==> src/rtl/dcc_pkg.sv <==
// ----------------------------------------------------------------------------
// dcc_pkg: shared types and constants for the day-count convention core
// Date record, pipeline control record, basis and calendar codes, and the
// cumulative month table used when a date is turned into a day ordinal.
// ----------------------------------------------------------------------------
package dcc_pkg;

  localparam int YW = 14;  // year width
  localparam int MW = 4;   // month width
  localparam int DW = 5;   // day width
  localparam int BW = 3;   // basis width
  localparam int CW = 23;  // day count width
  localparam int OW = 25;  // signed day ordinal width
  localparam int RW = 26;  // signed working width of a result before clamping

  typedef struct packed {
    logic [YW-1:0] y;
    logic [MW-1:0] m;
    logic [DW-1:0] d;
  } date_t;

  typedef struct packed {
    logic bad;     // basis code out of range
    logic actual;  // actual/actual day count
  } ctl_t;

  localparam logic [BW-1:0] BASIS_US = 3'd0;
  localparam logic [BW-1:0] BASIS_EU = 3'd4;

  localparam logic [MW-1:0] MONTH_FEB = 4'd2;
  localparam logic [MW-1:0] MONTH_MAR = 4'd3;

  localparam logic [DW-1:0] DAY_28 = 5'd28;
  localparam logic [DW-1:0] DAY_29 = 5'd29;
  localparam logic [DW-1:0] DAY_31 = 5'd31;

  // floor(x / 100) = (x * RECIP_100) >> RECIP_SHIFT for every x below 43690
  localparam logic [12:0] RECIP_100   = 13'd5243;
  localparam int          RECIP_SHIFT = 19;

  localparam logic signed [RW-1:0] DC_MIN = RW'(-1024);
  localparam logic signed [RW-1:0] DC_MAX = RW'(4194303);

  // Days in the months that precede month m; month 0 sits before January
  function automatic logic signed [9:0] days_before_month(input logic [MW-1:0] m,
                                                          input logic leap);
    logic signed [9:0] base;
    case (m)
      4'd0:    base = -10'sd30;
      4'd1:    base = 10'sd0;
      4'd2:    base = 10'sd31;
      4'd3:    base = 10'sd59;
      4'd4:    base = 10'sd90;
      4'd5:    base = 10'sd120;
      4'd6:    base = 10'sd151;
      4'd7:    base = 10'sd181;
      4'd8:    base = 10'sd212;
      4'd9:    base = 10'sd243;
      4'd10:   base = 10'sd273;
      4'd11:   base = 10'sd304;
      4'd12:   base = 10'sd334;
      4'd13:   base = 10'sd365;
      4'd14:   base = 10'sd395;
      4'd15:   base = 10'sd425;
      default: base = 10'sd0;
    endcase
    if (leap && (m >= MONTH_MAR)) begin
      base = base + 10'sd1;
    end
    return base;
  endfunction

endpackage

==> src/rtl/dcc_order.sv <==
// ----------------------------------------------------------------------------
// dcc_order: date ordering stage
// Compares the two dates as (year, month, day) and registers them earlier
// first.
// ----------------------------------------------------------------------------
module dcc_order import dcc_pkg::*; (
  input  logic  clk,
  input  logic  en,
  input  date_t first,
  input  date_t second,
  output date_t lo,
  output date_t hi
);

  logic swap;

  // the packed record compares year, then month, then day
  assign swap = first > second;

  // hold the ordered pair
  always_ff @(posedge clk) begin
    if (en) begin
      lo <= swap ? second : first;
      hi <= swap ? first : second;
    end
  end

endmodule

==> src/rtl/dcc_ordinal.sv <==
// ----------------------------------------------------------------------------
// dcc_ordinal: three-stage day ordinal pipeline for one date
// Stage one takes the century quotients by reciprocal multiplication, stage
// two sums the year days and decides the leap year, stage three adds the
// month offset and the day.
// ----------------------------------------------------------------------------
module dcc_ordinal import dcc_pkg::*; (
  input  logic                 clk,
  input  logic                 en,
  input  date_t                dt,
  output logic                 leap,
  output logic signed [OW-1:0] ord
);

  localparam int PW = YW + 14;  // product width

  // quotient stage
  logic [YW:0]   y99;
  logic [YW:0]   y399;
  logic [PW-1:0] p100;
  logic [PW-1:0] p400;
  logic [PW-1:0] py;
  date_t         dt_q;
  logic [7:0]    q100;
  logic [7:0]    q400;
  logic [7:0]    qy;

  // year-day stage
  logic [23:0]   yx;
  logic [23:0]   y365;
  logic [YW:0]   y3;
  logic [YW-2:0] y4;
  logic [23:0]   yd_next;
  logic [YW:0]   hundred;
  logic          leap_next;
  logic [23:0]   yd;
  logic [MW-1:0] m_y;
  logic [DW-1:0] d_y;

  // divide the shifted years by 100 and 400, and the year itself by 100
  assign y99  = {1'b0, dt.y} + (YW+1)'(99);
  assign y399 = {1'b0, dt.y} + (YW+1)'(399);
  assign p100 = PW'(y99) * PW'(RECIP_100);
  assign p400 = PW'(y399[YW:2]) * PW'(RECIP_100);
  assign py   = PW'(dt.y) * PW'(RECIP_100);

  always_ff @(posedge clk) begin
    if (en) begin
      dt_q <= dt;
      q100 <= p100[RECIP_SHIFT +: 8];
      q400 <= p400[RECIP_SHIFT +: 8];
      qy   <= py[RECIP_SHIFT +: 8];
    end
  end

  // sum the days of all earlier years and test for a leap year
  assign yx      = 24'(dt_q.y);
  assign y365    = (yx << 8) + (yx << 6) + (yx << 5) + (yx << 3) + (yx << 2) + yx;
  assign y3      = {1'b0, dt_q.y} + (YW+1)'(3);
  assign y4      = y3[YW:2];
  assign yd_next = y365 + 24'(y4) - 24'(q100) + 24'(q400);
  assign hundred = ((YW+1)'(qy) << 6) + ((YW+1)'(qy) << 5) + ((YW+1)'(qy) << 2);
  assign leap_next = (dt_q.y[1:0] == 2'b00)
                   && ((hundred != {1'b0, dt_q.y}) || (qy[1:0] == 2'b00));

  always_ff @(posedge clk) begin
    if (en) begin
      yd   <= yd_next;
      leap <= leap_next;
      m_y  <= dt_q.m;
      d_y  <= dt_q.d;
    end
  end

  // add the month offset and the day
  always_ff @(posedge clk) begin
    if (en) begin
      ord <= $signed({1'b0, yd}) + OW'(days_before_month(m_y, leap)) + OW'(d_y);
    end
  end

endmodule

==> src/rtl/dcc_thirty.sv <==
// ----------------------------------------------------------------------------
// dcc_thirty: three-stage 30/360 pipeline
// Forms the month and day differences with the day-31 adjustments, scales
// the months by 30, then applies the end-of-February correction once the
// leap flag of the earlier year is known.
// ----------------------------------------------------------------------------
module dcc_thirty import dcc_pkg::*; (
  input  logic                 clk,
  input  logic                 en,
  input  date_t                lo,
  input  date_t                hi,
  input  logic [BW-1:0]        basis,
  input  logic                 rules,
  input  logic                 leap,
  output logic signed [RW-1:0] r360
);

  // difference stage
  logic                is_us;
  logic                is_eu;
  logic [YW-1:0]       dy;
  logic [17:0]         dy12;
  logic [18:0]         months_next;
  logic [6:0]          days_next;
  logic                end31;
  logic                eu_dec;
  logic                same_date;
  logic signed [18:0]  months;
  logic signed [6:0]   days;
  logic                f28;
  logic                f29;
  logic                fy;

  // scale stage
  logic signed [RW-1:0] mx;
  logic signed [RW-1:0] base;
  logic                 f28_s;
  logic                 f29_s;
  logic                 fy_s;
  logic [1:0]           corr;

  assign is_us     = basis == BASIS_US;
  assign is_eu     = basis == BASIS_EU;
  assign dy        = hi.y - lo.y;
  assign dy12      = (18'(dy) << 3) + (18'(dy) << 2);
  assign months_next = {1'b0, dy12} + 19'(hi.m) - 19'(lo.m);
  assign end31     = (lo.d == DAY_31) && (hi.d != DAY_31);
  assign eu_dec    = rules && is_eu && (hi.d == DAY_31) && (lo.d != DAY_31);
  assign same_date = lo == hi;
  assign days_next = 7'(hi.d) - 7'(lo.d)
                   + ((rules && (is_us || is_eu) && end31) ? 7'd1 : 7'd0)
                   - (eu_dec ? 7'd1 : 7'd0);

  always_ff @(posedge clk) begin
    if (en) begin
      months <= $signed(months_next);
      days   <= $signed(days_next);
      f28    <= is_us && rules && (lo.m == MONTH_FEB) && (lo.d == DAY_28) && !same_date;
      f29    <= is_us && rules && (lo.m == MONTH_FEB) && (lo.d == DAY_29) && !same_date;
      fy     <= is_us && !rules && (lo.m == MONTH_FEB) && (hi.m != MONTH_FEB)
                && (lo.y == hi.y);
    end
  end

  // scale months by 30
  assign mx = RW'(months);

  always_ff @(posedge clk) begin
    if (en) begin
      base  <= (mx <<< 5) - (mx <<< 1) + RW'(days);
      f28_s <= f28;
      f29_s <= f29;
      fy_s  <= fy;
    end
  end

  // end-of-February correction: two days in a common year, one in a leap year
  always_comb begin
    if ((f28_s || fy_s) && !leap) begin
      corr = 2'd2;
    end else if ((f29_s || fy_s) && leap) begin
      corr = 2'd1;
    end else begin
      corr = 2'd0;
    end
  end

  always_ff @(posedge clk) begin
    if (en) begin
      r360 <= base - RW'(corr);
    end
  end

endmodule

==> src/rtl/day_count_convention_core.sv <==
// ----------------------------------------------------------------------------
// day_count_convention_core: day count between two dates
// Orders the dates, runs the 30/360 and actual day-ordinal paths side by
// side and selects and clamps the result for the requested basis.
// ----------------------------------------------------------------------------
// The core takes one date pair per clock cycle while result_ready does not stall it,
// and presents its result from the fifth register in line: the ordering
// register loaded at the input transfer, three stages through the
// day-ordinal and 30/360 paths, and the output register that selects and
// clamps. The whole pipeline advances together; while a result waits for
// result_ready, item_ready stays low.
module day_count_convention_core import dcc_pkg::*; (
  input  logic                 clk,
  input  logic                 rst,
  input  logic                 item_valid,
  output logic                 item_ready,
  input  logic [YW-1:0]        first_year,
  input  logic [MW-1:0]        first_month,
  input  logic [DW-1:0]        first_day,
  input  logic [YW-1:0]        second_year,
  input  logic [MW-1:0]        second_month,
  input  logic [DW-1:0]        second_day,
  input  logic [BW-1:0]        basis,
  input  logic                 date_rules,
  output logic                 result_valid,
  input  logic                 result_ready,
  output logic signed [CW-1:0] day_count,
  output logic                 bad_basis
);

  logic                 advance;
  date_t                first;
  date_t                second;
  date_t                lo_date;
  date_t                hi_date;
  ctl_t                 ctl_in;
  ctl_t                 ctl1;
  ctl_t                 ctl2;
  ctl_t                 ctl3;
  ctl_t                 ctl4;
  logic                 v1;
  logic                 v2;
  logic                 v3;
  logic                 v4;
  logic [BW-1:0]        basis1;
  logic                 rules1;
  logic                 leap_lo;
  logic                 leap_hi;
  logic signed [OW-1:0] ord_lo;
  logic signed [OW-1:0] ord_hi;
  logic signed [RW-1:0] r360;
  logic signed [OW-1:0] diff;
  logic signed [RW-1:0] r_sel;
  logic signed [CW-1:0] r_sat;

  // advance the whole pipeline whenever the output register can move
  assign advance    = !result_valid || result_ready;
  assign item_ready = advance;

  assign first  = '{y: first_year,  m: first_month,  d: first_day};
  assign second = '{y: second_year, m: second_month, d: second_day};

  assign ctl_in.bad    = basis > BASIS_EU;
  assign ctl_in.actual = (basis != BASIS_US) && (basis < BASIS_EU);

  // valid bits travel with the data
  always_ff @(posedge clk) begin
    if (rst) begin
      v1           <= 1'b0;
      v2           <= 1'b0;
      v3           <= 1'b0;
      v4           <= 1'b0;
      result_valid <= 1'b0;
    end else if (advance) begin
      v1           <= item_valid;
      v2           <= v1;
      v3           <= v2;
      v4           <= v3;
      result_valid <= v4;
    end
  end

  // carry the basis decode alongside the data
  always_ff @(posedge clk) begin
    if (advance) begin
      ctl1   <= ctl_in;
      ctl2   <= ctl1;
      ctl3   <= ctl2;
      ctl4   <= ctl3;
      basis1 <= basis;
      rules1 <= date_rules;
    end
  end

  dcc_order u_order (
    .clk    (clk),
    .en     (advance),
    .first  (first),
    .second (second),
    .lo     (lo_date),
    .hi     (hi_date)
  );

  dcc_ordinal u_ord_lo (
    .clk  (clk),
    .en   (advance),
    .dt   (lo_date),
    .leap (leap_lo),
    .ord  (ord_lo)
  );

  dcc_ordinal u_ord_hi (
    .clk  (clk),
    .en   (advance),
    .dt   (hi_date),
    .leap (leap_hi),
    .ord  (ord_hi)
  );

  dcc_thirty u_thirty (
    .clk   (clk),
    .en    (advance),
    .lo    (lo_date),
    .hi    (hi_date),
    .basis (basis1),
    .rules (rules1),
    .leap  (leap_lo),
    .r360  (r360)
  );

  // select the path and clamp to the output range
  assign diff  = ord_hi - ord_lo;
  assign r_sel = ctl4.actual ? RW'(diff) : r360;

  always_comb begin
    if (r_sel < DC_MIN) begin
      r_sat = DC_MIN[CW-1:0];
    end else if (r_sel > DC_MAX) begin
      r_sat = DC_MAX[CW-1:0];
    end else begin
      r_sat = r_sel[CW-1:0];
    end
  end

  always_ff @(posedge clk) begin
    if (advance) begin
      day_count <= ctl4.bad ? {CW{1'b1}} : r_sat;
      bad_basis <= ctl4.bad;
    end
  end

  // the ordering stage never leaves the later date first
  a_order: assert property (@(posedge clk) disable iff (rst)
    v1 |-> (lo_date <= hi_date))
    else $error("ordered dates out of sequence");

  // a valid bit moves from the first stage to the second on every advance
  a_shift: assert property (@(posedge clk) disable iff (rst)
    advance |=> (v2 == $past(v1)))
    else $error("valid bit lost or repeated between stages");

  // an invalid basis always reports minus one
  a_bad: assert property (@(posedge clk) disable iff (rst)
    (result_valid && bad_basis) |-> (day_count == {CW{1'b1}}))
    else $error("invalid basis with a day count other than minus one");

  // a stalled result holds, and so do the leap flags behind it
  a_hold: assert property (@(posedge clk) disable iff (rst)
    (result_valid && !result_ready) |=> (result_valid && $stable(day_count)
      && $stable(bad_basis) && $stable(leap_lo) && $stable(leap_hi)))
    else $error("stalled result or leap flags changed");

endmodule
==> config.mk <==
export PLATFORM = sky130hd
export DESIGN_NAME = day_count_convention_core
export DESIGN_NICKNAME = d
export VERILOG_FILES = /design/src/rtl/dcc_pkg.sv /design/src/rtl/dcc_order.sv /design/src/rtl/dcc_ordinal.sv /design/src/rtl/dcc_thirty.sv /design/src/rtl/day_count_convention_core.sv
export SDC_FILE = /design/constraint.sdc
export NUM_CORES = 2
export LEC_CHECK = 0
export BUFFER_PORTS_ARGS = -buffer_cell sky130_fd_sc_hd__buf_2
export CAP_MARGIN = 20
export CORE_MARGIN = 3
export CORE_UTILIZATION = 45
export DETAILED_ROUTE_END_ITERATION = 8
export MAX_ROUTING_LAYER = met4
export PLACE_DENSITY = 0.59
export SLEW_MARGIN = 15
export SYNTH_ARGS = -nofsm -noshare
export SYNTH_HDL_FRONTEND = slang
export SYNTH_SLANG_ARGS = --single-unit
==> constraint.sdc <==
create_clock -name clk -period 41 [get_ports clk]
set_clock_uncertainty 0.1 [all_clocks]
set_input_delay 8.2 -clock clk [delete_from_list [all_inputs] [get_ports clk]]
set_output_delay 8.2 -clock clk [all_outputs]
set_load 0.05 [all_outputs]
==> results.py <==
metrics = {
    "outcome": {
        "outcome": "finished clean",
    },
    "detailed_routing": {
        "drt-wirelength-per-cell_um": 16.0,
        "avgViaCountPerCell": 4.96,
        "vias": 33401,
        "drc": 0,
        "drtIter0Drc": 1587,
        "drt_pre_antenna_iters": 5,
        "ant_nets": 0,
        "routed_wirelength_um": 107000,
    },
    "synth": {
        "synth.distinct_cells": 86,
        "yosysTopAreaCell": "ha_1",
        "syn_inst": 5058,
        "synthTopCellsByCount": "inv_1 (1222), ha_1 (1069), fa_1 (533)",
        "syn_avg_cell_area_um2": 10.4,
        "netlist_area_um2": 52400,
        "ys_async_sr_fraction_pct": 0,
        "synth_nets": 6714,
        "ys_top_cells_by_area": "ha_1 (26%), edfxtp_1 (22%), fa_1 (20%)",
        "synth_top_area_share_pct": 25.5,
        "synth_warnings": 0,
        "synth_ff_type": "edfxtp_1",
        "yosysSeqAreaShare_pct": 22.5,
        "ys_ff_latch": 401,
        "synth_most_common_cell": "inv_1",
        "synth_edf_count": 376,
    },
    "sta": {
        "fmax_mhz": 56.6,
        "timing.final.crit_share_pct": 43.1,
        "slew-limit-headroom_pct": 21.6,
        "worstMarginPinSlew_ps": 1180,
        "period_needed_ps": 17660,
        "rsz0062_at_grt": "false",
        "hold_violations": 0,
        "fin_tns_setup_ps": 0,
        "setup_viol": 0,
        "worst_slack_ps": 23340,
        "drv_slew": 0,
    },
    "global_route": {
        "grt_pass1_wl_um": 181000,
        "grt_antenna_before_repair": 1,
        "grt_max_degree": 78,
        "grt_overflow": 0,
        "grt_pass1_vias": 34535,
        "grtUsageTotal_pct": 19.0,
    },
    "cts": {
        "cts_tree": "yes",
        "cts_resized": 0,
        "path_clk_slew_ps": 60,
        "clockBufferDepth": 3,
        "htree_levels": 2,
        "cts_made_buffers": 48,
        "cts_root_buf": "clkbuf_16",
        "cts_setup_buffers": 0,
        "cts.sinks": 401,
        "hold_buffers": 0,
        "clk_latency_ps": 610,
    },
    "die": {
        "die_y_um": 347,
        "io_pins": 80,
        "die_w_um": 347,
        "die_area_um2": 121000,
        "row_count": 124,
        "core_area_um2": 115000,
        "start_util_pct": 45.6,
    },
    "critical_path": {
        "critPathTopFamily": "buffers and inverters",
        "path_buf_inv": 4,
        "path_cells": "buf_2 > nor2b_1 > buf_4 > inv_8 > buf_2",
        "cp_slowest_cell": "inv_8",
        "crit_top_cell": "buf_2",
        "critPathMaxFanout": 72,
        "critPathMaxStageDelay_ps": 400,
        "startpoint_type": "primary input",
        "cp.arrival_ps": 9360,
        "critPathKind": "in2out",
        "crit_path_end_kind": "primary output",
        "required_ps": 32700,
    },
    "placement": {
        "post-place-ws_ps": 23300,
        "hpwl_um": 91700,
        "gp_congestion": 0.871,
        "io_buffers": 79,
    },
    "worst_hold_path": {
        "hold_class": "reg2reg",
    },
    "finish": {
        "n_antenna_cell": 0,
        "drive_above_1_share_pct": 5.00,
        "layout.nets": 6842,
        "area_growth_pct": 7.36,
    },
    "flow_run": {
        "maxCapViolCount": 0,
    },
}
==> logic make-up (layout without fill, tap and decap cells) <==
family	Yosys count	after routing	share of synthesized area [%]
simple gates	684	684	6.38
fa+ha+maj	1602	1602	45.9
mux	64	64	1.34
flops	401	401	22.5
buf+inv	1249	1415	8.98
compound gates	664	664	8.33
xor+xnor	394	394	6.58
==> per-stage QoR <==
step           cells  utilization [%]  hold slack (ps)  area (µm²)
6_report        6736             48.9              307       56300
5_1_grt         6736             48.9              298       56300
3_3_place_gp    6648             47.7              301       54800
3_5_place_dp    6648             47.7              305       54800
2_1_floorplan   5058                -              300       52400
4_1_cts         6736             48.9              288       56300
==> cells in the final DEF, fill, tap and decap left out, types with 109 or more instances in the layout <==
master    Yosys  final
xnor2_1     292    291
inv_1      1222   1222
edfxtp_1    376    376
a21o_1      109    109
nand2_1     167    167
a21oi_1     201    201
fa_1        533    533
ha_1       1069   1069
nor2_1      172    172
==> final cells by class <==
| class | instances | area (µm²) |
|---|---|---|
| clock buffers | 56 | 1230 |
| clock inverters | 32 | 248 |
| fillers | 10581 | 58700 |
| inverters | 1224 | 4600 |
| multi-input cells | 3408 | 35900 |
| flip-flops and latches | 401 | 11800 |
| well taps | 1512 | 1890 |
| repair buffers | 103 | 576 |
==> path summary, 6_finish.rpt <==
kind | from | end | slack (ps) | cells after the start
worst min register to register | u_ord_hi.dt_q[1] | u_ord_hi.d_y[1] | 310 | 0
worst max-delay path | result_ready | item_ready | 23340 | 5
worst max register to register | u_order.hi[11] | u_ord_hi.q400[6] | 32480 | 28
worst min-delay path | u_ord_hi.dt_q[1] | u_ord_hi.d_y[1] | 310 | 0
==> layer usage <==
layer  part of all wire [%]  up-vias  wire length, µm  track usage (%)
met4                    1.6        0             1700             3.31
met1                     52    15973            55600             27.8
met3                    3.4       96             3610             1.96
met2                     43      381            46600             29.0
met5                      0        -                0                -
li1                       -    16951                -                -
==> state kept, by name (all words and copies together), names as in the netlist, 5 cells and up, named ones only <==
signal / cells
u_ord_hi.ord: 25
u_ord_lo.ord: 25
day_count: 23
u_thirty.months: 19
u_order.lo: 23
u_ord_lo.d_y: 5
u_ord_lo.q400: 7
u_thirty.base: 26
u_ord_hi.qy: 8
u_ord_lo.qy: 8
u_ord_lo.q100: 8
u_ord_lo.dt_q: 23
u_ord_lo.yd: 24
u_ord_hi.q100: 8
u_thirty.r360: 26
u_ord_hi.dt_q: 23
u_ord_hi.yd: 24
u_ord_hi.q400: 7
u_thirty.days: 7
u_ord_hi.d_y: 5
u_order.hi: 23
==> worst register-to-register path: cells and delay by family (launching register included) <==
| family | cells | cell delay (ps) |
|---|---|---|
| fa+ha+maj | 7 | 2920 |
| compound gates | 11 | 2550 |
| buf+inv | 5 | 780 |
| simple gates | 3 | 270 |
| flops | 1 | 810 |
| xor+xnor | 2 | 860 |
Power is left out: the tool's default activity adds up to more than one toggle a clock period on the data nets, which glitch-free logic cannot reach.
